==> src/hw/rtl/kns_pkg.sv <==
// Shared types and constants of the k-nearest point selection block.
package kns_pkg;

  localparam int POINT_CAPACITY_DEF = 256;
  localparam int TARGET_LIMIT_DEF   = 16;
  localparam int COORD_BITS_DEF     = 24;

  localparam int COORD_FIELD_W = 24;
  localparam int INDEX_FIELD_W = 8;
  localparam int DIST_FIELD_W  = 50;
  localparam int CFG_W         = 5;
  localparam int QUEUE_DEPTH   = 4;

  typedef enum logic {
    CMD_ORIGIN = 1'b0,
    CMD_POINT  = 1'b1
  } cmd_op_t;

  typedef struct packed {
    cmd_op_t op;
    logic    last;
  } cmd_ctl_t;

endpackage

==> src/hw/rtl/kns_front.sv <==
// Front end: accepts input words, classifies them and queues them as commands.
module kns_front import kns_pkg::*; #(
  parameter int COORD_BITS = COORD_BITS_DEF
) (
  input  logic                             clk,
  input  logic                             rst_n,
  input  logic                             start,
  output logic                             busy,
  input  logic                             in_kind,
  input  logic signed [COORD_FIELD_W-1:0]  in_coord_x,
  input  logic signed [COORD_FIELD_W-1:0]  in_coord_y,
  input  logic signed [COORD_FIELD_W-1:0]  in_coord_z,
  input  logic                             in_last_point,
  output logic                             q_valid,
  output cmd_ctl_t                         q_ctl,
  output logic [3*COORD_BITS-1:0]          q_coords,
  input  logic                             q_pop
);

  localparam int PTR_W  = $clog2(QUEUE_DEPTH);
  localparam int FILL_W = $clog2(QUEUE_DEPTH + 1);

  cmd_ctl_t                ctl_mem [QUEUE_DEPTH];
  logic [3*COORD_BITS-1:0] crd_mem [QUEUE_DEPTH];
  logic [PTR_W-1:0]        wr_ptr_r;
  logic [PTR_W-1:0]        rd_ptr_r;
  logic [FILL_W-1:0]       fill_r;
  logic                    push;
  logic                    pop;
  cmd_ctl_t                ctl_in;
  logic [3*COORD_BITS-1:0] crd_in;

  assign busy    = (fill_r == FILL_W'(QUEUE_DEPTH));
  assign q_valid = (fill_r != '0);
  assign push    = start && !busy;
  assign pop     = q_pop && q_valid;

  always_comb begin
    ctl_in.op   = in_kind ? CMD_POINT : CMD_ORIGIN;
    ctl_in.last = in_kind & in_last_point;
    crd_in      = {COORD_BITS'(in_coord_z), COORD_BITS'(in_coord_y),
                   COORD_BITS'(in_coord_x)};
  end

  assign q_ctl    = ctl_mem[rd_ptr_r];
  assign q_coords = crd_mem[rd_ptr_r];

  always_ff @(posedge clk) begin
    if (push) begin
      ctl_mem[wr_ptr_r] <= ctl_in;
      crd_mem[wr_ptr_r] <= crd_in;
    end
  end

  always_ff @(posedge clk) begin
    if (!rst_n) begin
      wr_ptr_r <= '0;
      rd_ptr_r <= '0;
      fill_r   <= '0;
    end else begin
      if (push) begin
        wr_ptr_r <= (wr_ptr_r == PTR_W'(QUEUE_DEPTH - 1)) ? '0 : wr_ptr_r + 1'b1;
      end
      if (pop) begin
        rd_ptr_r <= (rd_ptr_r == PTR_W'(QUEUE_DEPTH - 1)) ? '0 : rd_ptr_r + 1'b1;
      end
      if (push && !pop) begin
        fill_r <= fill_r + 1'b1;
      end else if (pop && !push) begin
        fill_r <= fill_r - 1'b1;
      end
    end
  end

endmodule

==> config.mk <==
export PLATFORM = sky130hd
export DESIGN_NAME = kns_front
export DESIGN_NICKNAME = d
export VERILOG_FILES = /design/src/hw/rtl/kns_pkg.sv /design/src/hw/rtl/kns_front.sv
export SDC_FILE = /design/constraint.sdc
export NUM_CORES = 1
export LEC_CHECK = 0
export BUFFER_PORTS_ARGS = -buffer_cell sky130_fd_sc_hd__buf_2
export CAP_MARGIN = 10
export CORE_ASPECT_RATIO = 1.75
export CORE_UTILIZATION = 57
export DETAILED_ROUTE_END_ITERATION = 10
export PLACE_DENSITY = 0.84
export SLEW_MARGIN = 10
export SYNTH_ARGS = -nofsm -noshare
export SYNTH_HDL_FRONTEND = slang
export SYNTH_SLANG_ARGS = --single-unit
==> constraint.sdc <==
create_clock -name clk -period 4.2 [get_ports clk]
set_input_delay 0.84 -clock clk [delete_from_list [all_inputs] [get_ports clk]]
set_output_delay 0.84 -clock clk [all_outputs]
set_load 0.03 [all_outputs]
---- Word-level counts from Yosys, hierarchy flattened ----
Memory sizes are Yosys's and may differ from the RTL's. A register that Yosys moved wholly into a read port is not among the register bits.
Index checks and enable logic that the tools add are counted.
storage, ports and cells
  bits in registers ....................... 7
  RAM bits ................................ 296
  input bits .............................. 78
  output and inout port bits .............. 76
  word-level logic and storage cells ...... 33
  memories kept ........................... 2
memories
  name     depth  bits a word  read ports  clocked after memory_dff  wr ports  line             RTL
  crd_mem  4      72           1           1                         1         kns_front.sv:24  logic [3*COORD_BITS-1:0] crd_mem [QUEUE_DEPTH];
  ctl_mem  4      2            1           1                         1         kns_front.sv:23  cmd_ctl_t ctl_mem [QUEUE_DEPTH];
cells by class
  $add $sub $neg .......................... 4
  eq/ne operators ......................... 3
  muxes and demuxes ....................... 11
  bitwise operators ....................... 1
  reductions and logical operators ........ 9
operators with widths
  cell                                               count
  two-way mux 2 bit                                  6
  two-way mux 3 bit                                  2
  adder 2 x 1 -> 2 bit (second input constant)       2
  equality test 2 bit (second input constant)        2
  logical AND 1 bit                                  4
  adder 3 x 1 -> 3 bit (second input constant)       1
  equality test 3 bit (second input constant)        1
  logical NOT 1 bit                                  3
  two-way mux 1 bit                                  3
  nonzero test 3 bit                                 1
  subtractor 3 x 1 -> 3 bit (second input constant)  1
  nonzero test 2 bit                                 1
  AND 1 bit                                          1

---- Longest topological paths before layout ----
Gate-level depths: netlist (run 1).
  word-level depth ........................ 7
  mapped depth ............................ 9
  mapped depth without buffers ............ 8

---- Least setup slack after synthesis (run 1) ----
Ideal clock, no wire load.
  kind .................................... in2reg
  from .................................... input start
  to ...................................... memory crd_mem[0][0] (netlist bit) (enable)
  setup time .............................. 0.440 ns
  arrival time ............................ 2.862 ns
  required time ........................... 3.760 ns
  path slack .............................. 0.897 ns
  stages on the path ...................... 3
  path buffers ............................ 1
  path through ............................ nor2b_1 buf_2 and2_1
on the way
  longest elaborated chain between the ends .. 3
RTL lines
  what                                     line             RTL
  start: declaration                       kns_front.sv:7   input logic start,
  logical AND 1 bit                        kns_front.sv:35  assign push = start && !busy;
  named net push                           kns_front.sv:28  logic push;
  two-way mux 1 bit                        kns_front.sv:49  if (push) begin
  two-way mux 1 bit (not written as such)  kns_front.sv:51  crd_mem[wr_ptr_r] <= crd_in;
  end: declaration                         kns_front.sv:24
The timed path passes the listed nets, and every way through them passes these cells.

==> results of run 1 <==
==> layer usage <==
| layer | track usage [%] | vias up | wire, um |
|---|---|---|---|
| met5 | 0 | - | 0 |
| met4 | 6.22 | 0 | 363 |
| met3 | 2.79 | 25 | 885 |
| met2 | 36.8 | 165 | 11200 |
| met1 | 25.3 | 2584 | 7240 |
| li1 | - | 2189 | - |
==> through the flow <==
step                area [sq um]  cells
global route               12900    864
CTS                        12900    861
finish                     12900    864
floorplan                  11200    438
detailed placement         12100    816
global placement           12100    816
==> final cells by class <==
class                   instances  area [sq um]  share of cell area [%]
flip-flops and latches        305          9080                    70.2
well taps                     241           302                    2.33
clock buffers                  29           641                    4.96
repair buffers                155           793                    6.14
clock inverters                16           135                    1.05
multi-input cells             112          1960                    15.2
diodes                          3          7.51                  0.0581
inverters                       3          11.3                  0.0871
==> where the power goes <==
| group | internal, mW | switching (mW) | total, mW | leakage, nW |
|---|---|---|---|---|
| logic | 0.815 | 1.30 | 2.12 | 1.15 |
| registers | 3.71 | 0.207 | 3.92 | 2.79 |
| clock network | 1.22 | 0.983 | 2.20 | 0.375 |
| total | 5.75 | 2.49 | 8.24 | 4.32 |
==> worst paths after layout <==
kind                                               start                  endpoint  slack [ns]  cells after the start
worst min-delay path                      in_coord_x[18]  crd_mem[2][18]$_DFFE_PP_        0.54                      1
worst max register to register    fill_r[0]$_SDFFE_PN0P_    fill_r[2]$_SDFFE_PN0P_        1.75                      8
worst min register to register  wr_ptr_r[1]$_SDFFE_PN0P_  wr_ptr_r[1]$_SDFFE_PN0P_        0.54                      2
worst max-delay path                            register              q_coords[53]        0.93                      3
==> logic make-up (layout without fill, tap and decap cells) <==
family,Yosys count,after routing,share of synthesized area (%)
and+or+nand+nor,21,21,0.986
adders and majority gates,7,7,0.852
xor gates and xnor gates,2,2,0.157
DFF,305,305,81.2
buffers and inverters,21,203,1.30
muxes,77,77,15.2
AOI/OAI and AO/OA,5,5,0.269
other,0,3,0
==> sequential cells by signal, indices dropped and copies added (netlist names), named ones only <==
| signal | count |
|---|---|
| fill_r | 3 |
| ctl_mem | 8 |
| wr_ptr_r | 2 |
| crd_mem | 288 |
| rd_ptr_r | 2 |
==> cells in the final DEF, fill, tap and decap left out, types with 3 or more instances in the layout <==
| cell | Yosys | routed |
|---|---|---|
| clkbuf_16 | 0 | 25 |
| and2_4 | 0 | 4 |
| clkinv_2 | 0 | 4 |
| mux2i_1 | 3 | 3 |
| diode_2 | 0 | 3 |
| edfxtp_1 | 296 | 296 |
| buf_2 | 8 | 153 |
| nand2_1 | 6 | 6 |
| ha_1 | 6 | 6 |
| dfxtp_1 | 9 | 7 |
| inv_1 | 3 | 3 |
| clkbuf_1 | 2 | 4 |
| mux4_2 | 74 | 74 |
| clkinv_1 | 0 | 6 |
| o21ai_0 | 3 | 3 |
==> flow_summary.toml, run 1 <==
[final_layout]
fill_cells = 1161
fin_util_pct = 67.3
final_nets = 687
layout-drive-gt1-share_pct = 43.5
syn_to_final_growth_pct = 15.8

[placed_design]
post-dp-hpwl_mm = 11.7
port_buffers = 153
pre_cts_ws_ns = 1.34
globalplace.congestion = 0.727

[setup_path]
critPathTopFamily = "flip-flops"
slowest_delay_ns = 0.74
critPathMaxFanout = 29
crit_arrival_ns = 2.43
start_kind = "register"
path_class = "reg -> out"
end_kind = "primary output"
crit_chain = "buf_4, mux4_2, buf_2"
worstPathRequired_ns = 3.36
crit_slowest_cell = "dfxtp_4"
path_buf_inv = 2

[routing]
first_iter_violations = 197
drc_errors = 0
via_per_inst = 5.74
drt-wirelength-per-cell_um = 22.8
routed-via-count = 4963
dr.pass1.iters = 4
finalWirelength_mm = 19.7
detail-route-antenna-nets = 0

[power_and_ir_drop]
cellLeakagePower_nw = 4.32
peakVddDrop_mv = 0.465
p_per_area_mw_per_mm2 = 638
power.total_mw = 8.24

[logic_synthesis]
ys.flop_type = "edfxtp_1"
yosysTopAreaCell = "edfxtp_1"
syn_area_per_cell_sq_um = 25.5
synthCells = 438
synth_edf_count = 296
synthMostInstantiatedCell = "edfxtp_1"
ys_ff_latch = 305
yosys_warnings = 0
synthDistinctLibCells = 23
synthArstFlopShare_pct = 0
yosysSeqAreaShare_pct = 81.2
synth_top_area_share_pct = 79.6
synth_nets = 523
ys_top_cells_by_count = "edfxtp_1, mux4_2, dfxtp_1, buf_2, buf_6"
synthTopCellsByArea = "edfxtp_1, mux4_2, dfxtp_1, buf_6, ha_1"
netlist_area_sq_mm = 0.0112

[timing]
grt_setup_unrepaired = "no"
finalCritPeriodShare_pct = 78.0
finalWorstSetupSlack_ns = 0.926
post-route-min-period_ns = 3.27
setup_tns_ns = 0
fin_hold_ws_ns = 0.541
hold_viol = 0
worstMarginPinSlew_ns = 1.14
fmax_mhz = 305
slew_headroom_pct = 24.3
slew_violations = 0
skew_ns = 0.0155
final-setup-viol-count = 0

[clocking]
clkTransAtPathRegs_ns = 0.07
holdBufCountCts = 0
worstSkewPairLatency_ns = 0.51
cts_buffers = 25
post_cts_buffers = 0
cts_sinks = 305
cts_resized = 0
ctsRootBufferMaster = "clkbuf_16"
clk_path_buf_depth = 3
cts_tree = "built"
htree_levels = 1

[global_routing]
overflow = 0
antenna_found_initial = 3
grt_pass1_wl_mm = 30.2
grt_pass1_vias = 5333
grt_usage_pct = 20.4
grt_max_degree = 75

[die]
num_io_pins = 154
start_util_pct = 58.2
dieArea_sq_mm = 0.0202
die_y_um = 187
rows = 67
die_w_um = 108
core_area_sq_mm = 0.0192

[flow_run]
maxCapViolCount = 0

[status]
status = "complete, no violations"

[hold_path]
hp-class = "in -> reg"
Power figures use the tool's default switching activity.
==> inputs of run 2 (changes only) <==
Settings changed: CORE_UTILIZATION 57 to 51, PLACE_DENSITY 0.84 to 0.8.
Clock period 4.2 ns to 2.7 ns, I/O delays scaled along.
==> run 2 against run 1 <==
Non-clock buffer count is 19 higher. Worst setup slack worse by 0.79 ns. Utilization is 5.3 points lower. Final cell count is 8.7% higher. Global-route usage is 1.9 points lower. Via count is 3.4% higher. First-iteration DRC count is 55% higher.
==> flow_summary.toml, run 2 (synthesis results as in run 1) <==
[status]
status = "complete, no violations"

[setup_path]
crit_arrival_ns = 2.03
end_kind = "primary output"
critPathTopFamily = "buffers and inverters"
crit_chain = "buf_4, mux4_2, buf_2"
critPathMaxFanout = 19
path_class = "reg -> out"
start_kind = "register"
crit_slowest_cell = "dfxtp_4"
path_buf_inv = 2
slowest_delay_ns = 0.54
worstPathRequired_ns = 2.16

[timing]
grt_setup_unrepaired = "no"
fin_hold_ws_ns = 0.220
post-route-min-period_ns = 2.57
finalWorstSetupSlack_ns = 0.134
fmax_mhz = 390
final-setup-viol-count = 0
hold_viol = 0
slew_headroom_pct = 64.0
slew_violations = 0
finalCritPeriodShare_pct = 95.0
worstMarginPinSlew_ns = 0.536
setup_tns_ns = 0
skew_ns = 0.0155

[routing]
dr.pass1.iters = 4
drc_errors = 0
detail-route-antenna-nets = 0
finalWirelength_mm = 20.3
drt-wirelength-per-cell_um = 21.6
routed-via-count = 5134
first_iter_violations = 306
via_per_inst = 5.47

[final_layout]
regMostFlops = "crd_mem"
final_common_cell = "edfxtp_1"
final_cell_mix = "edfxtp_1, buf_2, mux4_2, clkbuf_16, buf_12"
syn_to_final_growth_pct = 19.5
final_cells = 939
largest_reg_flops = 288
final_nets = 707
layout-drive-gt1-share_pct = 44.8
top_regs = "crd_mem: 288 flops, ctl_mem: 8 flops, fill_r: 3 flops"

[clocking]
worstSkewPairLatency_ns = 0.53
ctsRootBufferMaster = "clkbuf_16"
clkTransAtPathRegs_ns = 0.06
cts_sinks = 305
htree_levels = 1
cts_tree = "built"
holdBufCountCts = 0
cts_buffers = 26
clk_path_buf_depth = 3

[die]
rows = 71
core_area_sq_mm = 0.0215
num_io_pins = 154
start_util_pct = 51.9
die_y_um = 198
dieArea_sq_mm = 0.0225
die_w_um = 114

[power_and_ir_drop]
cellLeakagePower_nw = 4.48
power.total_mw = 13.2
seqPwrFrac_pct = 45.0
switchingPower_mw = 3.91
pwr-share-clk_pct = 27.4
peakVddDrop_mv = 0.717
switching_share_pct = 29.6
p_per_area_mw_per_mm2 = 990
intPower_mw = 9.30
p_comb_share_pct = 27.6

[global_routing]
grt_max_degree = 40
grt_pass1_wl_mm = 30.5
grt_pass1_vias = 5525
antenna_found_initial = 9
overflow = 0
grt_usage_pct = 18.5

[placed_design]
globalplace.congestion = 0.704
post-dp-hpwl_mm = 12.7
pre_cts_ws_ns = 0.330
dp_cells = 881
port_buffers = 153

[flow_run]
maxCapViolCount = 0

[hold_path]
hp-class = "in -> reg"
==> run 2: cell count changes in the layout (fill, tap and decap cells not counted), moves of 2 or more <==
cell,before,now
buf_12,1,11
buf_4,1,9
diode_2,3,7
clkbuf_1,4,7
clkbuf_16,25,27
clkinv_4,2,0
clkinvlp_4,2,0
==> run 2: final cells by class <==
cell class              count  area [sq um]
clock buffers              34           702
repair buffers            174          1080
flip-flops and latches    305          9080
clock inverters            12           128
well taps                 292           365
diodes                      7          17.5
inverters                   3          11.3
multi-input cells         112          1960
fillers                  1514          8160
==> run 2: repair_timing <==
action / 4_1_cts / 5_1_grt
gates resized for setup: 0 / 1
setup endpoints to repair: 0 / 23
setup buffers: 0 / 5
endpoints found under the hold margin: 0 / 0
==> run 2: metrics by stage <==
stage	utilization (%)	area, sq um
after floorplan	-	11200
after global placement	57.9	12400
after detailed placement	57.9	12400
after CTS	61.8	13300
after global routing	62.0	13300
final	62.1	13300
==> run 2: worst paths after layout <==
check	end	start	cells past startpoint	slack (ns)
worst max-delay path	q_coords[40]	register	3	0.13
worst min-delay path	crd_mem[3][61]$_DFFE_PP_	in_coord_z[13]	1	0.22
worst max register to register	fill_r[2]$_SDFFE_PN0P_	fill_r[0]$_SDFFE_PN0P_	7	0.36
worst min register to register	wr_ptr_r[1]$_SDFFE_PN0P_	wr_ptr_r[1]$_SDFFE_PN0P_	2	0.51
==> run 2: power by group through the flow <==
stage               clock (mW)  sequential (mW)  combinational [mW]
finish                    3.62             5.95                3.64
global route              3.85             5.99                3.86
CTS                       3.70             5.97                3.63
detailed placement           0             6.07                3.61
global placement             0             6.02                3.55
floorplan                    0             5.96                2.66
==> run 2: routing by layer <==
| metal | global-route usage (%) | wire [um] | vias to the layer above |
|---|---|---|---|
| met1 | 20.6 | 7200 | 2684 |
| met5 | 0 | 27 | - |
| met2 | 33.8 | 11300 | 155 |
| met4 | 9.33 | 796 | 4 |
| met3 | 3.34 | 915 | 48 |
| li1 | - | - | 2243 |
==> inputs of run 3 (changes only) <==
Clock period 2.7 ns to 2.32 ns, I/O delays scaled along.
==> run 3 against run 2 <==
Critical endpoint is now q_coords[1]. Register-to-register slack worse by 0.15 ns. The flow now finishes with violations (negative setup slack). Largest power group unchanged. Power grew 26%. Critical path depth rose by 1. Flip-flop and latch count stayed put. Highest routed layer unchanged. Sequential share of layout area fell by 2.7 points. Worst setup slack got worse by 0.22 ns. First-iteration DRC count up 3.6%.
==> flow_summary.toml, run 3 (synthesis results as in run 1) <==
[final_layout]
fill_cells = 1411
design_area_sq_mm = 0.0139
multi_input_area_sq_mm = 0.00197
layout-drive-gt1-share_pct = 46.1
syn_to_final_growth_pct = 24.5
final_common_cell = "edfxtp_1"
ff_latch_area_sq_mm = 0.00908
final_cells = 944
top_regs = "crd_mem: 288 flops, ctl_mem: 8 flops, fill_r: 3 flops"
largest_reg_flops = 288
fin_util_pct = 64.7
final_nets = 715
regMostFlops = "crd_mem"
final_cell_mix = "edfxtp_1, buf_2, mux4_2, buf_6, buf_4"

[routing]
via_per_inst = 5.52
drt-wirelength-per-cell_um = 23.0
drc_errors = 0
finalWirelength_mm = 21.8
detail-route-antenna-nets = 0
first_iter_violations = 317
routed-via-count = 5207
dr.pass1.iters = 4

[placed_design]
pre_cts_ws_ns = 0.155
dp_cells = 879
post-dp-hpwl_mm = 12.3
placed_area_sq_mm = 0.0124
globalplace.congestion = 0.728
port_buffers = 153

[timing]
slew_violations = 0
grt_setup_unrepaired = "yes"
fin_hold_ws_ns = 0.147
skew_ns = 0.0107
post-route-min-period_ns = 2.40
setup_tns_ns = -3.50
fmax_mhz = 416
final-setup-viol-count = 74
slew_headroom_pct = 71.1
worstMarginPinSlew_ns = 0.433
finalCritPeriodShare_pct = 104
finalWorstSetupSlack_ns = -0.0823
hold_viol = 0

[setup_path]
cp_common_cell = "buf_4"
crit_slowest_cell = "mux4_2"
path_class = "reg -> out"
start_kind = "register"
path_buf_inv = 3
critPathMaxFanout = 7
crit_chain = "buf_4, clkbuf_16, mux4_2, buf_4"
critPathTopFamily = "buffers and inverters"
worstPathRequired_ns = 1.86
end_kind = "primary output"
slowest_delay_ns = 0.50
crit_arrival_ns = 1.94

[global_routing]
grt_pass1_wl_mm = 31.4
grt_max_degree = 49
grt_usage_pct = 19.1
overflow = 0
grt_pass1_vias = 5557
antenna_found_initial = 4

[die]
dieArea_sq_mm = 0.0225
start_util_pct = 51.9
num_io_pins = 154
die_w_um = 114
rows = 71
die_y_um = 198
core_area_sq_mm = 0.0215

[clocking]
cts_tree = "built"
cts_buffers = 26
clkTransAtPathRegs_ns = 0.07
clk_path_buf_depth = 3
ctsRootBufferMaster = "clkbuf_16"
htree_levels = 1
cts_sinks = 305
worstSkewPairLatency_ns = 0.53

[status]
status = "finished, violations left"
violations = "negative setup slack"

[flow_run]
maxCapViolCount = 0

[power_and_ir_drop]
peakVddDrop_mv = 0.774
power.total_mw = 16.6
cellLeakagePower_nw = 4.69
p_per_area_mw_per_mm2 = 1200

[hold_path]
hp-class = "in -> reg"
run 3: cell count changes in the layout (fill, tap and decap cells not counted), moves of 4 or more:
cell,before,now
buf_12,11,6
buf_16,1,7
buf_2,153,84
buf_4,9,37
buf_6,0,41
clkbuf_16,27,31
diode_2,7,3
run 3: routing by layer:
| metal | GRT usage, % | part of all wire [%] | routed length (um) |
|---|---|---|---|
| met5 | 0 | 0.060 | 13 |
| met4 | 6.78 | 3.0 | 654 |
| met3 | 3.46 | 4.7 | 1010 |
| met2 | 36.2 | 57 | 12400 |
| met1 | 21.1 | 35 | 7660 |
run 3: path summary, 6_finish.rpt:
path | start | to | slack [ns] | cells after the start
hold / removal | in_coord_y[16] | crd_mem[3][40]$_DFFE_PP_ | 0.15 | 1
setup / recovery | register | q_coords[1] | -0.08 | 4
setup reg to reg | fill_r[0]$_SDFFE_PN0P_ | fill_r[2]$_SDFFE_PN0P_ | 0.21 | 8
hold reg to reg | wr_ptr_r[1]$_SDFFE_PN0P_ | wr_ptr_r[1]$_SDFFE_PN0P_ | 0.51 | 2
run 3: final cells by class:
cell class | instances | area share, %
flip-flops and latches | 305 | 65.3
multi-input cells | 112 | 14.2
repair buffers | 182 | 11.5
clock buffers | 34 | 5.05
well taps | 292 | 2.63
clock inverters | 13 | 1.21
inverters | 3 | 0.0810
diodes | 3 | 0.0540
run 3: power by group:
part | internal [mW] | switching, mW | total [mW]
combinational | 2.46 | 2.84 | 5.30
sequential | 6.71 | 0.195 | 6.90
clock | 2.58 | 1.84 | 4.42
total | 11.7 | 4.88 | 16.6
run 3: timing repair:
action,in CTS,in global routing
gates resized for setup,103,20
hold endpoints to repair,0,0
buffers inserted,5,1
pin swaps,0,0
cloned,5,4
hold buffers,0,0
endpoints found under the setup margin,74,75
run 3: worst reg2reg max path: stages (launching register included):
cell      delay (ns)
dfxtp_1         0.46
nor3b_2         0.08
nor2b_1         0.18
ha_1            0.21
inv_1           0.06
fa_1            0.38
xor2_1          0.17
or3_1           0.30
a21boi_0        0.18
